<file path="config.mk">
export PLATFORM = sky130hd
export DESIGN_NAME = strip_column_scanner_top
export DESIGN_NICKNAME = d
export VERILOG_FILES = /design/src/design/scx_pkg.sv /design/src/design/scx_front.sv /design/src/design/scx_back.sv /design/src/design/strip_column_scanner_top.sv
export VERILOG_INCLUDE_DIRS = /design/src /design/src/design
export SDC_FILE = /design/constraint.sdc
export NUM_CORES = 2
export LEC_CHECK = 0
export ABC_CLOCK_PERIOD_IN_PS = 16300
export BUFFER_PORTS_ARGS = -buffer_cell sky130_fd_sc_hd__buf_4
export CORE_MARGIN = 2
export CORE_UTILIZATION = 60
export CTS_BUF_LIST = sky130_fd_sc_hd__clkbuf_8
export DETAILED_ROUTE_END_ITERATION = 16
export GPL_ROUTABILITY_DRIVEN = 0
export MAX_ROUTING_LAYER = met4
export PLACE_DENSITY = 0.77
export SLEW_MARGIN = 10
export SYNTH_ARGS = -nofsm -noshare
export SYNTH_HDL_FRONTEND = slang
export SYNTH_SLANG_ARGS = --single-unit
</file>
<file path="constraint.sdc">
create_clock -name i_clk -period 16.3 [get_ports i_clk]
set_clock_uncertainty 0.2 [all_clocks]
set_input_delay 0 -clock i_clk [delete_from_list [all_inputs] [get_ports i_clk]]
set_output_delay 0 -clock i_clk [all_outputs]
set_load 0.02 [all_outputs]
</file>
<file path="src/design/strip_column_scanner_top_macros.svh">
// Assertion macros shared by the strip column scanner modules.
`ifndef STRIP_COLUMN_SCANNER_TOP_MACROS_SVH
`define STRIP_COLUMN_SCANNER_TOP_MACROS_SVH

// A condition that holds at every clock edge outside reset.
`define SCX_ASSERT_NOW(label, clk, rst_n, cond) \
    label: assert property (@(posedge clk) disable iff (!rst_n) (cond)) \
        else $error("scanner assertion failed");

// A consequence that holds in the same cycle as its cause.
`define SCX_ASSERT_IMP(label, clk, rst_n, ante, cons) \
    label: assert property (@(posedge clk) disable iff (!rst_n) (ante) |-> (cons)) \
        else $error("scanner assertion failed");

// A consequence that holds in the cycle after its cause.
`define SCX_ASSERT_NEXT(label, clk, rst_n, ante, cons) \
    label: assert property (@(posedge clk) disable iff (!rst_n) (ante) |=> (cons)) \
        else $error("scanner assertion failed");

`endif

</file>
<file path="src/design/scx_pkg.sv">
// Types, codes and helpers shared by the strip column scanner modules.
`timescale 1ns / 1ps
package scx_pkg;

    localparam int COORD_BITS = 14;

    // Input command codes.
    localparam logic [2:0] CMD_START      = 3'd0;
    localparam logic [2:0] CMD_SCAN_LEFT  = 3'd1;
    localparam logic [2:0] CMD_SCAN_RIGHT = 3'd2;
    localparam logic [2:0] CMD_MOVE_LEFT  = 3'd3;
    localparam logic [2:0] CMD_MOVE_RIGHT = 3'd4;

    // Classified command kinds.
    localparam logic [1:0] K_START = 2'd0;
    localparam logic [1:0] K_SCAN  = 2'd1;
    localparam logic [1:0] K_MOVE  = 2'd2;

    // Result status codes.
    localparam logic [2:0] ST_POINT = 3'd0;
    localparam logic [2:0] ST_EMPTY = 3'd1;
    localparam logic [2:0] ST_OUT   = 3'd2;
    localparam logic [2:0] ST_MOVED = 3'd3;
    localparam logic [2:0] ST_TRUNC = 3'd4;

    // Configuration register indexes.
    localparam logic [2:0] CFG_LINE_A = 3'd0;
    localparam logic [2:0] CFG_LINE_B = 3'd1;
    localparam logic [2:0] CFG_LOWER  = 3'd2;
    localparam logic [2:0] CFG_UPPER  = 3'd3;
    localparam logic [2:0] CFG_XMIN   = 3'd4;
    localparam logic [2:0] CFG_XMAX   = 3'd5;
    localparam logic [2:0] CFG_YMIN   = 3'd6;
    localparam logic [2:0] CFG_YMAX   = 3'd7;

    typedef struct packed {
        logic [1:0]  kind;
        logic        right;
        logic [13:0] cx;
        logic [13:0] cy;
        logic [12:0] skip;
    } t_cmd;

    typedef struct packed {
        logic [12:0] a;
        logic [12:0] b;
        logic [26:0] lo;
        logic [26:0] hi;
        logic [12:0] xmin;
        logic [12:0] xmax;
        logic [12:0] ymin;
        logic [12:0] ymax;
    } t_cfg;

    function automatic logic [COORD_BITS-1:0] sat_coord(input logic signed [16:0] v);
        logic signed [16:0] hi_lim;
        logic signed [16:0] lo_lim;
        hi_lim = 17'((1 << (COORD_BITS - 1)) - 1);
        lo_lim = -hi_lim - 17'sd1;
        if (v > hi_lim) begin
            return hi_lim[COORD_BITS-1:0];
        end else if (v < lo_lim) begin
            return lo_lim[COORD_BITS-1:0];
        end
        return v[COORD_BITS-1:0];
    endfunction

endpackage

</file>
<file path="src/design/scx_front.sv">
// Command front end: accepts commands, classifies them and queues them.
`timescale 1ns / 1ps
module scx_front (
    input  logic          i_clk,
    input  logic          i_rst_n,
    input  logic          i_valid,
    output logic          o_ready,
    input  logic [2:0]    i_command,
    input  logic [13:0]   i_center_x,
    input  logic [13:0]   i_center_y,
    input  logic [12:0]   i_skip,
    output logic          o_q_valid,
    output scx_pkg::t_cmd o_q_cmd,
    input  logic          i_q_pop
);
    import scx_pkg::*;

    t_cmd       r_mem [2];
    logic       r_wr;
    logic       r_rd;
    logic [1:0] r_count;
    logic       w_known;
    logic       w_push;
    logic       w_pop;
    t_cmd       w_cmd;

    always_comb begin
        w_known = 1'b1;
        w_cmd.kind = K_START;
        w_cmd.right = 1'b0;
        w_cmd.cx = i_center_x;
        w_cmd.cy = i_center_y;
        w_cmd.skip = i_skip;
        case (i_command)
            CMD_START: begin
                w_cmd.kind = K_START;
            end
            CMD_SCAN_LEFT: begin
                w_cmd.kind = K_SCAN;
            end
            CMD_SCAN_RIGHT: begin
                w_cmd.kind = K_SCAN;
                w_cmd.right = 1'b1;
            end
            CMD_MOVE_LEFT: begin
                w_cmd.kind = K_MOVE;
            end
            CMD_MOVE_RIGHT: begin
                w_cmd.kind = K_MOVE;
                w_cmd.right = 1'b1;
            end
            default: begin
                w_known = 1'b0;
            end
        endcase
    end

    assign o_ready   = (r_count != 2'd2);
    assign w_push    = i_valid && o_ready && w_known;
    assign w_pop     = i_q_pop && (r_count != 2'd0);
    assign o_q_valid = (r_count != 2'd0);
    assign o_q_cmd   = r_mem[r_rd];

    always_ff @(posedge i_clk) begin
        if (w_push) begin
            r_mem[r_wr] <= w_cmd;
        end
    end

    always_ff @(posedge i_clk) begin
        if (!i_rst_n) begin
            r_wr <= 1'b0;
            r_rd <= 1'b0;
            r_count <= 2'd0;
        end else begin
            if (w_push) begin
                r_wr <= ~r_wr;
            end
            if (w_pop) begin
                r_rd <= ~r_rd;
            end
            if (w_push && !w_pop) begin
                r_count <= r_count + 2'd1;
            end else if (w_pop && !w_push) begin
                r_count <= r_count - 2'd1;
            end
        end
    end

`include "strip_column_scanner_top_macros.svh"
    `SCX_ASSERT_NOW(a_count_bound, i_clk, i_rst_n, r_count <= 2'd2)
    `SCX_ASSERT_NEXT(a_count_up, i_clk, i_rst_n, w_push && !w_pop, r_count == $past(r_count) + 2'd1)
    `SCX_ASSERT_IMP(a_known_only, i_clk, i_rst_n, w_push, i_command <= CMD_MOVE_RIGHT)

endmodule

</file>
<file path="src/design/scx_back.sv">
// Command back end: cursor arithmetic, row refit and column emission.
`timescale 1ns / 1ps
module scx_back #(
    parameter int MAX_POINTS = 64
) (
    input  logic          i_clk,
    input  logic          i_rst_n,
    input  scx_pkg::t_cfg i_cfg,
    input  logic          i_q_valid,
    input  scx_pkg::t_cmd i_q_cmd,
    output logic          o_q_pop,
    output logic          o_valid,
    input  logic          i_ready,
    output logic [13:0]   o_point_x,
    output logic [13:0]   o_point_y,
    output logic [2:0]    o_status,
    output logic          o_last
);
    import scx_pkg::*;

    localparam int NW = $clog2(MAX_POINTS + 1);

    localparam logic [3:0] S_IDLE  = 4'd0;
    localparam logic [3:0] S_AX    = 4'd1;
    localparam logic [3:0] S_SRCH  = 4'd2;
    localparam logic [3:0] S_SETC  = 4'd3;
    localparam logic [3:0] S_STEST = 4'd4;
    localparam logic [3:0] S_LINIT = 4'd5;
    localparam logic [3:0] S_UP    = 4'd6;
    localparam logic [3:0] S_DOWN  = 4'd7;
    localparam logic [3:0] S_SKIP  = 4'd8;
    localparam logic [3:0] S_EMIT  = 4'd9;
    localparam logic [3:0] S_OUT1  = 4'd10;

    logic [3:0]          r_state, n_state;
    logic [1:0]          r_kind, n_kind;
    logic                r_right, n_right;
    logic signed [15:0]  r_x, n_x;
    logic signed [15:0]  r_y, n_y;
    logic signed [28:0]  r_ax, n_ax;
    logic signed [31:0]  r_lin, n_lin;
    logic signed [16:0]  r_r, n_r;
    logic [3:0]          r_k, n_k;
    logic signed [15:0]  r_ystart, n_ystart;
    logic signed [15:0]  r_py, n_py;
    logic [NW-1:0]       r_n, n_n;
    logic                r_have, n_have;
    logic [2:0]          r_st1, n_st1;
    logic [13:0]         r_lcol, n_lcol, r_lrow, n_lrow;
    logic [13:0]         r_rcol, n_rcol, r_rrow, n_rrow;
    logic                r_ovalid;
    logic [13:0]         r_ox, r_oy;
    logic [2:0]          r_ost;
    logic                r_olast;

    logic                w_load;
    logic [13:0]         w_lx, w_ly;
    logic [2:0]          w_lst;
    logic                w_llast;
    logic                w_free;

    logic signed [12:0]  w_a, w_b;
    logic signed [31:0]  w_lo, w_hi;
    logic signed [15:0]  w_ymin, w_ymax, w_ytop, w_xmin, w_xmax;
    logic signed [28:0]  w_axp;
    logic signed [16:0]  w_step, w_cand, w_mop;
    logic signed [29:0]  w_by;
    logic signed [31:0]  w_sum;
    logic                w_fit;
    logic signed [15:0]  w_col, w_row, w_skip, w_nc, w_ncm;
    logic                w_outside, w_cond;
    logic [13:0]         w_ysat;

    assign w_free = !r_ovalid || i_ready;
    assign w_a    = $signed(i_cfg.a);
    assign w_b    = $signed(i_cfg.b);
    assign w_lo   = 32'($signed(i_cfg.lo));
    assign w_hi   = 32'($signed(i_cfg.hi));
    assign w_xmin = $signed({3'b000, i_cfg.xmin});
    assign w_xmax = $signed({3'b000, i_cfg.xmax});
    assign w_ymin = $signed({3'b000, i_cfg.ymin});
    assign w_ymax = $signed({3'b000, i_cfg.ymax});
    assign w_ytop = w_ymax - 16'sd1;

    assign w_axp  = 29'(w_a) * 29'(r_x);
    assign w_step = $signed(17'(17'd1 << r_k));
    assign w_cand = r_r + w_step;
    assign w_mop  = (r_state == S_SRCH) ? w_cand : 17'(r_y);
    assign w_by   = 30'(w_b) * 30'(w_mop);
    assign w_sum  = 32'(r_ax) + 32'(w_by);
    assign w_fit  = (w_cand <= 17'(r_y)) && (w_sum <= w_lo);
    assign w_cond = (r_lin <= w_hi) && (r_y < w_ymax);
    assign w_ysat = sat_coord((w_sum <= w_lo) ? 17'(r_y)
                                              : -17'sd1 <<< (COORD_BITS - 1));

    assign w_col  = 16'($signed(i_q_cmd.right ? r_rcol : r_lcol));
    assign w_row  = 16'($signed(i_q_cmd.right ? r_rrow : r_lrow));
    assign w_skip = $signed({3'b000, i_q_cmd.skip});
    assign w_nc   = i_q_cmd.right ? (w_col + w_skip) : (w_col - w_skip);
    assign w_ncm  = i_q_cmd.right ? (w_col + w_skip - 16'sd1) : (w_col - w_skip + 16'sd1);
    assign w_outside = i_q_cmd.right ? (w_nc >= w_xmax) : (w_nc < w_xmin);

    assign o_q_pop = (r_state == S_IDLE) && i_q_valid;

    always_comb begin
        n_state = r_state;
        n_kind = r_kind;
        n_right = r_right;
        n_x = r_x;
        n_y = r_y;
        n_ax = r_ax;
        n_lin = r_lin;
        n_r = r_r;
        n_k = r_k;
        n_ystart = r_ystart;
        n_py = r_py;
        n_n = r_n;
        n_have = r_have;
        n_st1 = r_st1;
        n_lcol = r_lcol;
        n_lrow = r_lrow;
        n_rcol = r_rcol;
        n_rrow = r_rrow;
        w_load = 1'b0;
        w_lx = r_x[13:0];
        w_ly = r_py[13:0];
        w_lst = ST_POINT;
        w_llast = 1'b0;
        case (r_state)
            S_IDLE: begin
                if (i_q_valid) begin
                    n_kind = i_q_cmd.kind;
                    n_right = i_q_cmd.right;
                    n_have = 1'b0;
                    n_n = '0;
                    case (i_q_cmd.kind)
                        K_START: begin
                            n_x = 16'($signed(i_q_cmd.cx));
                            n_y = 16'($signed(i_q_cmd.cy)) - 16'sd1;
                            n_state = S_AX;
                        end
                        K_SCAN: begin
                            if (i_q_cmd.right) begin
                                n_rcol = sat_coord(17'(w_nc));
                            end else begin
                                n_lcol = sat_coord(17'(w_nc));
                            end
                            n_x = 16'($signed(sat_coord(17'(w_nc))));
                            n_y = w_row;
                            if (w_outside) begin
                                n_st1 = ST_OUT;
                                n_state = S_OUT1;
                            end else begin
                                n_state = S_AX;
                            end
                        end
                        default: begin
                            if (i_q_cmd.right) begin
                                n_rcol = sat_coord(17'(w_ncm));
                            end else begin
                                n_lcol = sat_coord(17'(w_ncm));
                            end
                            n_x = 16'($signed(sat_coord(17'(w_ncm))));
                            n_y = w_row;
                            n_st1 = ST_MOVED;
                            n_state = S_OUT1;
                        end
                    endcase
                end
            end
            S_AX: begin
                n_ax = w_axp;
                n_r = -17'sd1 <<< (COORD_BITS - 1);
                n_k = 4'(COORD_BITS);
                if (r_kind == K_SCAN) begin
                    n_state = S_LINIT;
                end else if (w_b > 13'sd0) begin
                    n_state = S_SRCH;
                end else begin
                    n_state = S_STEST;
                end
            end
            S_SRCH: begin
                if (w_fit) begin
                    n_r = w_cand;
                end
                n_k = r_k - 4'd1;
                if (r_k == 4'd0) begin
                    n_state = S_SETC;
                end
            end
            S_SETC: begin
                n_y = 16'(r_r);
                n_lcol = r_x[13:0];
                n_rcol = r_x[13:0];
                n_lrow = sat_coord(r_r);
                n_rrow = sat_coord(r_r);
                n_state = S_LINIT;
            end
            S_STEST: begin
                n_y = 16'($signed(w_ysat));
                n_lcol = r_x[13:0];
                n_rcol = r_x[13:0];
                n_lrow = w_ysat;
                n_rrow = w_ysat;
                n_state = S_LINIT;
            end
            S_LINIT: begin
                n_lin = w_sum;
                n_ystart = r_y;
                n_state = (r_kind == K_SCAN) ? S_UP : S_SKIP;
            end
            S_UP: begin
                if ((r_y < w_ytop) && (r_lin < w_lo)) begin
                    n_y = r_y + 16'sd1;
                    n_lin = r_lin + 32'(w_b);
                end else begin
                    n_state = S_DOWN;
                end
            end
            S_DOWN: begin
                if ((r_y > w_ymin) && (r_lin > w_lo)) begin
                    n_y = r_y - 16'sd1;
                    n_lin = r_lin - 32'(w_b);
                end else begin
                    if (r_right) begin
                        n_rrow = sat_coord(17'(r_y));
                    end else begin
                        n_lrow = sat_coord(17'(r_y));
                    end
                    n_ystart = r_y;
                    n_state = S_SKIP;
                end
            end
            S_SKIP: begin
                if ((r_y < w_ymin) && (r_lin <= w_hi)) begin
                    n_y = r_y + 16'sd1;
                    n_lin = r_lin + 32'(w_b);
                end else begin
                    n_state = S_EMIT;
                end
            end
            S_EMIT: begin
                if (w_free) begin
                    if (w_cond) begin
                        if (r_have && (r_n == NW'(MAX_POINTS))) begin
                            w_load = 1'b1;
                            w_lst = ST_TRUNC;
                            w_llast = 1'b1;
                            n_state = S_IDLE;
                        end else begin
                            w_load = r_have;
                            n_have = 1'b1;
                            n_py = r_y;
                            n_n = r_n + NW'(1);
                            n_y = r_y + 16'sd1;
                            n_lin = r_lin + 32'(w_b);
                        end
                    end else begin
                        w_load = 1'b1;
                        w_llast = 1'b1;
                        if (!r_have) begin
                            w_ly = r_ystart[13:0];
                            w_lst = ST_EMPTY;
                        end
                        n_state = S_IDLE;
                    end
                end
            end
            S_OUT1: begin
                if (w_free) begin
                    w_load = 1'b1;
                    w_ly = r_y[13:0];
                    w_lst = r_st1;
                    w_llast = 1'b1;
                    n_state = S_IDLE;
                end
            end
            default: begin
                n_state = S_IDLE;
            end
        endcase
    end

    always_ff @(posedge i_clk) begin
        if (!i_rst_n) begin
            r_state <= S_IDLE;
            r_have <= 1'b0;
            r_n <= '0;
            r_lcol <= '0;
            r_lrow <= '0;
            r_rcol <= '0;
            r_rrow <= '0;
            r_ovalid <= 1'b0;
        end else begin
            r_state <= n_state;
            r_have <= n_have;
            r_n <= n_n;
            r_lcol <= n_lcol;
            r_lrow <= n_lrow;
            r_rcol <= n_rcol;
            r_rrow <= n_rrow;
            if (w_load) begin
                r_ovalid <= 1'b1;
            end else if (i_ready) begin
                r_ovalid <= 1'b0;
            end
        end
    end

    always_ff @(posedge i_clk) begin
        r_kind <= n_kind;
        r_right <= n_right;
        r_x <= n_x;
        r_y <= n_y;
        r_ax <= n_ax;
        r_lin <= n_lin;
        r_r <= n_r;
        r_k <= n_k;
        r_ystart <= n_ystart;
        r_py <= n_py;
        r_st1 <= n_st1;
        if (w_load) begin
            r_ox <= w_lx;
            r_oy <= w_ly;
            r_ost <= w_lst;
            r_olast <= w_llast;
        end
    end

    assign o_valid   = r_ovalid;
    assign o_point_x = r_ox;
    assign o_point_y = r_oy;
    assign o_status  = r_ost;
    assign o_last    = r_olast;

`include "strip_column_scanner_top_macros.svh"
    `SCX_ASSERT_NOW(a_n_bound, i_clk, i_rst_n, r_n <= NW'(MAX_POINTS))
    `SCX_ASSERT_IMP(a_pend_count, i_clk, i_rst_n, (r_state == S_EMIT) && r_have, r_n != '0)
    `SCX_ASSERT_IMP(a_refit_scan, i_clk, i_rst_n, (r_state == S_UP) || (r_state == S_DOWN), r_kind == K_SCAN)

endmodule

</file>
<file path="src/design/strip_column_scanner_top.sv">
// Top level of the strip column scanner: configuration registers and the two halves.
`timescale 1ns / 1ps
// Commands enter through a two-deep queue, so up to two may be accepted while the
// previous one is still running. A move-only command or an out-of-image scan goes
// from idle straight to its single result. A scan sets up its terms, then walks
// the cursor row by row to re-fit it to the lower line, skips the rows below
// window_ymin and then emits the column pixel by pixel. A start command replaces
// the walk by a bit-by-bit search of the row when line_b is positive. The row walk
// and the one-pixel-per-cycle emission, while the output is free, set the rate;
// the output register takes one result per cycle when the sink is ready.
module strip_column_scanner_top #(
    parameter int MAX_POINTS = 64
) (
    input  logic        i_clk,
    input  logic        i_rst_n,
    input  logic        i_s_axis_tvalid,
    output logic        o_s_axis_tready,
    input  logic [47:0] i_s_axis_tdata,  // center_x[13:0], center_y[27:14], skip_amount[40:28]
    input  logic [2:0]  i_s_axis_tuser,  // command
    output logic        o_m_axis_tvalid,
    input  logic        i_m_axis_tready,
    output logic [31:0] o_m_axis_tdata,  // point_x[13:0], point_y[27:14]
    output logic [2:0]  o_m_axis_tuser,  // status
    output logic        o_m_axis_tlast,
    input  logic        i_cfg_we,
    input  logic [2:0]  i_cfg_index,
    input  logic [26:0] i_cfg_data
);
    import scx_pkg::*;

    logic [12:0] r_a, r_b, r_xmin, r_xmax, r_ymin, r_ymax;
    logic [26:0] r_lower, r_upper;
    t_cfg        w_cfg;
    logic        w_q_valid;
    t_cmd        w_q_cmd;
    logic        w_q_pop;
    logic [13:0] w_px, w_py;

    always_ff @(posedge i_clk) begin
        if (!i_rst_n) begin
            r_a <= 13'd0;
            r_b <= 13'd1;
            r_lower <= 27'd0;
            r_upper <= 27'd0;
            r_xmin <= 13'd0;
            r_xmax <= 13'd4096;
            r_ymin <= 13'd0;
            r_ymax <= 13'd4096;
        end else if (i_cfg_we) begin
            case (i_cfg_index)
                CFG_LINE_A: r_a <= i_cfg_data[12:0];
                CFG_LINE_B: r_b <= i_cfg_data[12:0];
                CFG_LOWER:  r_lower <= i_cfg_data;
                CFG_UPPER:  r_upper <= i_cfg_data;
                CFG_XMIN:   r_xmin <= i_cfg_data[12:0];
                CFG_XMAX:   r_xmax <= i_cfg_data[12:0];
                CFG_YMIN:   r_ymin <= i_cfg_data[12:0];
                CFG_YMAX:   r_ymax <= i_cfg_data[12:0];
                default: begin
                end
            endcase
        end
    end

    always_comb begin
        w_cfg.a = r_a;
        w_cfg.b = r_b;
        w_cfg.xmin = r_xmin;
        w_cfg.xmax = r_xmax;
        w_cfg.ymin = r_ymin;
        w_cfg.ymax = r_ymax;
        if ($signed(r_upper) < $signed(r_lower)) begin
            w_cfg.lo = r_upper;
            w_cfg.hi = r_lower;
        end else begin
            w_cfg.lo = r_lower;
            w_cfg.hi = r_upper;
        end
    end

    scx_front u_front (
        .i_clk      (i_clk),
        .i_rst_n    (i_rst_n),
        .i_valid    (i_s_axis_tvalid),
        .o_ready    (o_s_axis_tready),
        .i_command  (i_s_axis_tuser),
        .i_center_x (i_s_axis_tdata[13:0]),
        .i_center_y (i_s_axis_tdata[27:14]),
        .i_skip     (i_s_axis_tdata[40:28]),
        .o_q_valid  (w_q_valid),
        .o_q_cmd    (w_q_cmd),
        .i_q_pop    (w_q_pop)
    );

    scx_back #(
        .MAX_POINTS (MAX_POINTS)
    ) u_back (
        .i_clk     (i_clk),
        .i_rst_n   (i_rst_n),
        .i_cfg     (w_cfg),
        .i_q_valid (w_q_valid),
        .i_q_cmd   (w_q_cmd),
        .o_q_pop   (w_q_pop),
        .o_valid   (o_m_axis_tvalid),
        .i_ready   (i_m_axis_tready),
        .o_point_x (w_px),
        .o_point_y (w_py),
        .o_status  (o_m_axis_tuser),
        .o_last    (o_m_axis_tlast)
    );

    assign o_m_axis_tdata = {4'b0000, w_py, w_px};

endmodule
</file>
Word-level counts from Yosys, hierarchy flattened
Memories as Yosys holds them, arrays and structs flattened. A register that Yosys moved wholly into a read port is not among the register bits. Index checks and enable logic that the tools add are counted.

$add $sub $neg: 16. Multipliers: 2. Order comparisons: 23. Equality and inequality tests: 45. Shifts and indexed selects: 1. Mux-type cells: 163. Bitwise gates (word level): 4. Reduce and logical (&&, ||, !) cells: 58.

Operators by type and width (number): $mux 14 (37); $mux 32 (6); $pmux 14 s2 (6); $mux 16 (10); $pmux 32 s5 (1); $pmux 16 s7 (1); $pmux 14 s3 (2); $lt 16x14->1 (4); $mux 1 (60); $mux 54 (1); $mux 17 (3); $gt 16x14->1 const B (3); $lt 16x14->1 const B (3); $mux 4 (12); $pmux 4 s10 (1); $gt 17x14->1 const B (2); $lt 17x14->1 const B (2); $pmux 17 s2 (1); $add 16x2->16 const B (2); $add 32x13->32 (1); $gt 32x27->1 (1); $le 32x27->1 (1); $lt 32x27->1 (1); $pmux 16 s2 (1); 60 further kinds (150).

Register bits after elaboration: 385. Memory bits (writable): 88. Output and inout bits: 38. Memories kept: 1.

Memory list: u_front.r_mem (depth 2, bits a word 44, rd ports 1, clocked after Yosys merged registers in 1, wr ports 1, line scx_front.sv:18) `t_cmd r_mem [2];`.

Longest topological paths before layout
Word-level depth: 16. Gate-level depth with buffers: 51. Gate-level depth less buffers: 49.

Cells and area by module
Synthesis repeated with hierarchy kept, for this count alone.

Cells, all modules: 5297. Area, all modules: 48064.8 um^2.

By module, submodules not included: scx_back (instances 1, cells each 4126, area each 37250.7 um^2, seq. area each 6666.4 um^2); strip_column_scanner_top (instances 1, cells each 1001, area each 7367.1 um^2, seq. area each 2642.5 um^2); scx_front (instances 1, cells each 170, area each 3447.1 um^2, seq. area each 2742.6 um^2).

Worst setup path after synthesis
OpenSTA, ideal clock, no wires.

Path type: register to register. Start point: register u_back.r_k[0]. End point: register u_back.r_r[0] (enable). Setup time: 415 ps. Arrival: 11688 ps. Data required time: 15685 ps. Setup slack: 3997 ps. Cell stages (with the launch flop): 51. Period minus slack after synthesis: 12303 ps. Cell sequence: edfxtp_1 inv_1 ha_1 and2_1 ha_1 inv_1 fa_1 nor2b_1 o21ai_0 a21boi_0 o21ai_0 a211oi_1 nor2_1 a21oi_1 a21o_1 nand4b_1 o211ai_1 clkbuf_1 [... 15 more ...] o221a_2 o221a_2 o31ai_1 and4_1 a2111oi_0 a21oi_1 xnor2_1 inv_1 ha_1 inv_1 a2111oi_0 o21ai_0 inv_1 nand2_1 nor3b_1 nand2b_1 o211ai_1 o21ai_0.

Cells in the longest elaborated chain, start to end: 9. Elaborated cells between the ends (all ways): 10. Classes of those cells: add/sub: 2; mul: 1; order compare: 2; eq/ne: 1; shift: 1; mux: 1; reduce/logical: 2.

Ends and longest elaborated chain: start, declared (line scx_back.sv:43) `logic [3:0] r_k, n_k;`; start signal, assigned (line scx_back.sv:319) `r_k <= n_k;`; $shl 1x4->17 * (line scx_back.sv:86) `assign w_step = $signed(17'(17'd1 << r_k));`; $add 17x17->17 * (line scx_back.sv:87) `assign w_cand = r_r + w_step;`; $mux 17 (line scx_back.sv:88) `assign w_mop = (r_state == S_SRCH) ? w_cand : 17'(r_y);`; $mul 13x17->30 (line scx_back.sv:89) `assign w_by = 30'(w_b) * 30'(w_mop);`; $add 29x30->31 (line scx_back.sv:90) `assign w_sum = 32'(r_ax) + 32'(w_by);`; $le 31x27->1 (line scx_back.sv:91) `assign w_fit = (w_cand <= 17'(r_y)) && (w_sum <= w_lo);`; $logic_and 1x1->1 * (line scx_back.sv:91); $ne 2x1->1 (no line) *; $reduce_and 2->1 (no line) *; end signal, assigned (line scx_back.sv:318) `r_r <= n_r;`; end, declared (line scx_back.sv:42) `logic signed [16:0] r_r, n_r;`.

Every way passes the cells marked *; elsewhere a longest branch is shown, timed or not. A chain may end at the register's enable or synchronous reset.

Final worst setup path
Start point: register u_back.r_k[0]. End point: register u_back.r_r[8] (enable).

The elaborated chain is that of the path after synthesis.

==> results.json <==
{
  "status": "finished clean",
  "worst_slack_ns": 2.44,
  "r2r_end": "u_back.r_r[8]$_SDFFCE_PN0P_",
  "avgSynthCellArea_um2": 9.04,
  "critical_path.max_fanout": 16,
  "cts_resized": 0,
  "portBuffers": 112,
  "clockRootBuffer": "clkbuf_8",
  "synth-seq-cells": 470,
  "async_flop_share_pct": 0,
  "yosysWarnings": 0,
  "track_usage_pct": 33.7,
  "drc": 0,
  "areaGrowthSynthToFinish_pct": 11.7,
  "min_path_type": "in -> reg",
  "clockBufferDepth": 3,
  "path_class": "reg -> reg",
  "period_needed_ns": 13.86,
  "synth_flop_cell": "edfxtp_1",
  "max_cap_violations": 0,
  "total_power_w": 0.0106,
  "maxSlewHeadroom_pct": 10.4,
  "hold_viol_final": 0,
  "setup_viol": 0,
  "worstMarginPinSlew_ns": 1.34,
  "period_share_pct": 85.0,
  "dieArea_um2": 80100,
  "ant_nets": 0,
  "setup.worst_path.start": "u_back.r_k[0]$_SDFFCE_PN0P_",
  "ys_seq_area_share_pct": 25.8,
  "grt_max_degree": 78,
  "layout-drive-gt1-share_pct": 7.05,
  "dpl_worst_slack_ns": 2.58,
  "synthCells": 5167,
  "netlist-cell-type-count": 94,
  "cts_buffers": 84,
  "post_cts_buffers": 0,
  "cp-end-kind": "flop",
  "netlist_area_um2": 46700,
  "max_stage_delay_ns": 0.65,
  "grt_pass1_wl_um": 209000,
  "cts_tree": "yes",
  "yosysTopAreaCell": "fa_1",
  "fmax_ghz": 0.0721,
  "crit_top_cell": "inv_1",
  "nNetsFinal": 6374,
  "clock_sinks": 470,
  "start_kind": "flop",
  "worst_skew_pair.late_latency_ns": 0.75,
  "placementRows": 102,
  "cts-hold-fix-buffers": 188,
  "stdcell_area_um2": 52200,
  "p_leak_nw": 22.8,
  "vias": 39000,
  "viasPerCell": 6.00,
  "crit_path_end": "u_back.r_r[8]$_SDFFCE_PN0P_",
  "drv_slew": 0,
  "wire_per_inst_um": 20.5,
  "die_h_um": 283,
  "critical_path_required_ns": 16.47,
  "drt_pass1_iterations": 6,
  "cp_data_arrival_time_ns": 14.04,
  "powerDensity_nw_per_um2": 203,
  "core_um2": 77300,
  "reg2regPathDepth": 51,
  "grt_pass1_vias": 39100,
  "path_clk_slew_ns": 0.06,
  "r2r-start": "u_back.r_k[0]$_SDFFCE_PN0P_",
  "ctsHtreeMaxLevel": 3,
  "ios": 124,
  "drtIter0Drc": 3620,
  "die_w_um": 283,
  "hpwl_um": 97600,
  "postPlaceCellArea_um2": 48500,
  "yosysTopAreaCellShare_pct": 18.5,
  "synth_edf_count": 264,
  "initial_core_util_pct": 60.4,
  "routed_wl_um": 133000,
  "synthTopCellsByArea": "fa_1 (18%), edfxtp_1 (17%), ha_1 (13%)",
  "r2r_setup_slack_ns": 2.44,
  "antenna_found_initial": 4,
  "max-vdd-ir-drop_uv": 233,
  "overflow": 0,
  "critPathSlowestCell": "a2111oi_0",
  "fin_tns_setup_ns": 0,
  "rsz0062_at_grt": "no"
}
layer usage:
| metal | part of all wire, % | GRT usage (%) |
|---|---|---|
| met1 | 39 | 40.7 |
| met2 | 47 | 54.7 |
| met3 | 8.0 | 5.32 |
| met4 | 6.1 | 17.6 |
| met5 | 0 | - |
critical path, delay by kind of cell, from the launching register on:
| kind | cells | cell delay, ns |
|---|---|---|
| AOI/OAI and AO/OA | 16 | 4.11 |
| DFF | 1 | 0.45 |
| xor gates and xnor gates | 1 | 0.51 |
| and+or+nand+nor | 11 | 1.91 |
| adders and majority gates | 11 | 4.49 |
| buffers and inverters | 12 | 1.84 |
synthesized netlist by cell type (33+ instances only):
cell type and instances:
nor2b_1 57, nand2b_1 48, nor3_1 61, fa_1 431, mux2i_1 66, a21o_1 113
o21ai_0 206, xnor2_1 127, nand3_1 95, or3_1 33, dfxtp_1 206, o21a_1 56
a21oi_1 367, inv_1 613, ha_1 467, xor2_1 50, nand4_1 43, clkbuf_1 195
nand2_1 697, and2_1 201, nor2_1 294, edfxtp_1 264
cells in the final DEF, fill, tap and decap left out, types with 95 or more instances in the layout:
| master | count |
|---|---|
| a21o_1 | 113 |
| a21oi_1 | 365 |
| and2_1 | 201 |
| buf_4 | 175 |
| dfxtp_1 | 205 |
| dlygate4sd3_1 | 188 |
| edfxtp_1 | 264 |
| fa_1 | 431 |
| ha_1 | 467 |
| inv_1 | 642 |
| nand2_1 | 696 |
| nand3_1 | 95 |
| nor2_1 | 289 |
| o21ai_0 | 205 |
| xnor2_1 | 127 |
registers in the layout, summed over array words and instances, names as in the netlist, 7 cells and up, named ones only:
register	flops
u_back.r_rcol	14
u_back.r_lrow	14
u_back.r_py	14
u_back.r_lin	32
u_back.r_y	16
r_a	13
u_back.r_rrow	14
u_back.r_n	7
r_b	13
r_xmin	13
r_ymin	13
u_back.r_lcol	14
u_front.r_mem	88
u_back.o_point_y	14
u_back.r_x	14
u_back.r_ystart	14
r_lower	27
u_back.o_point_x	14
r_xmax	13
u_back.r_r	17
r_ymax	13
r_upper	27
u_back.r_ax	29
how the worst min path moves through the flow:
stage                                   from                        endpoint  slack (ns)  cells past startpoint
after global placement    i_s_axis_tdata[21]  u_front.r_mem[0][20]$_DFFE_PP_       -0.02                      1
after detailed placement   i_s_axis_tdata[9]  u_front.r_mem[1][36]$_DFFE_PP_       -0.01                      1
after CTS                  i_s_axis_tuser[1]  u_front.r_mem[1][42]$_DFFE_PP_      0.0009                      4
after floorplan           i_s_axis_tdata[28]   u_front.r_mem[0][0]$_DFFE_PP_       -0.10                      0
final                                i_rst_n   u_back.r_rrow[6]$_SDFFE_PN0P_        0.08                      4
after global routing                 i_rst_n   u_back.r_rrow[7]$_SDFFE_PN0P_        0.06                      4
power by group:
part	switching (W)	leakage, nW	total [W]	internal, W
combinational	0.00460	17.7	0.00745	0.00285
sequential	0.000292	4.10	0.00195	0.00166
clock	0.000564	1.02	0.00119	0.000624
total	0.00546	22.8	0.0106	0.00513
per-stage QoR:
| stage | std cells | hold WS [ns] | utilization [%] |
|---|---|---|---|
| after detailed placement | 6156 | -0.0123 | 62.8 |
| after CTS | 6498 | 0.000921 | 67.5 |
| final | 6502 | 0.0779 | 67.5 |
| after global placement | 6156 | -0.0154 | 62.8 |
| after floorplan | 5170 | -0.101 | - |
| after global routing | 6502 | 0.0568 | 67.5 |
final cells by class:
class,instances,area [um^2]
Multi-Input combinational cell,3854,31500
Clock buffer,94,1290
Fill cell,6085,25100
Inverter,617,2320
Tap cell,1040,1300
Timing Repair Buffer,363,3200
Antenna cell,4,10.0
Clock inverter,60,488
Sequential cell,470,12100
kinds of logic after synthesis:
family	count (synthesis)	synth area share, %
other cells	1	0.00802
xor+xnor	177	3.32
flops	470	25.8
buf+inv	846	6.93
compound gates	1065	14.7
fa+ha+maj	898	31.0
simple gates	1617	16.1
mux	93	2.14
Power figures use the tool's default switching activity.
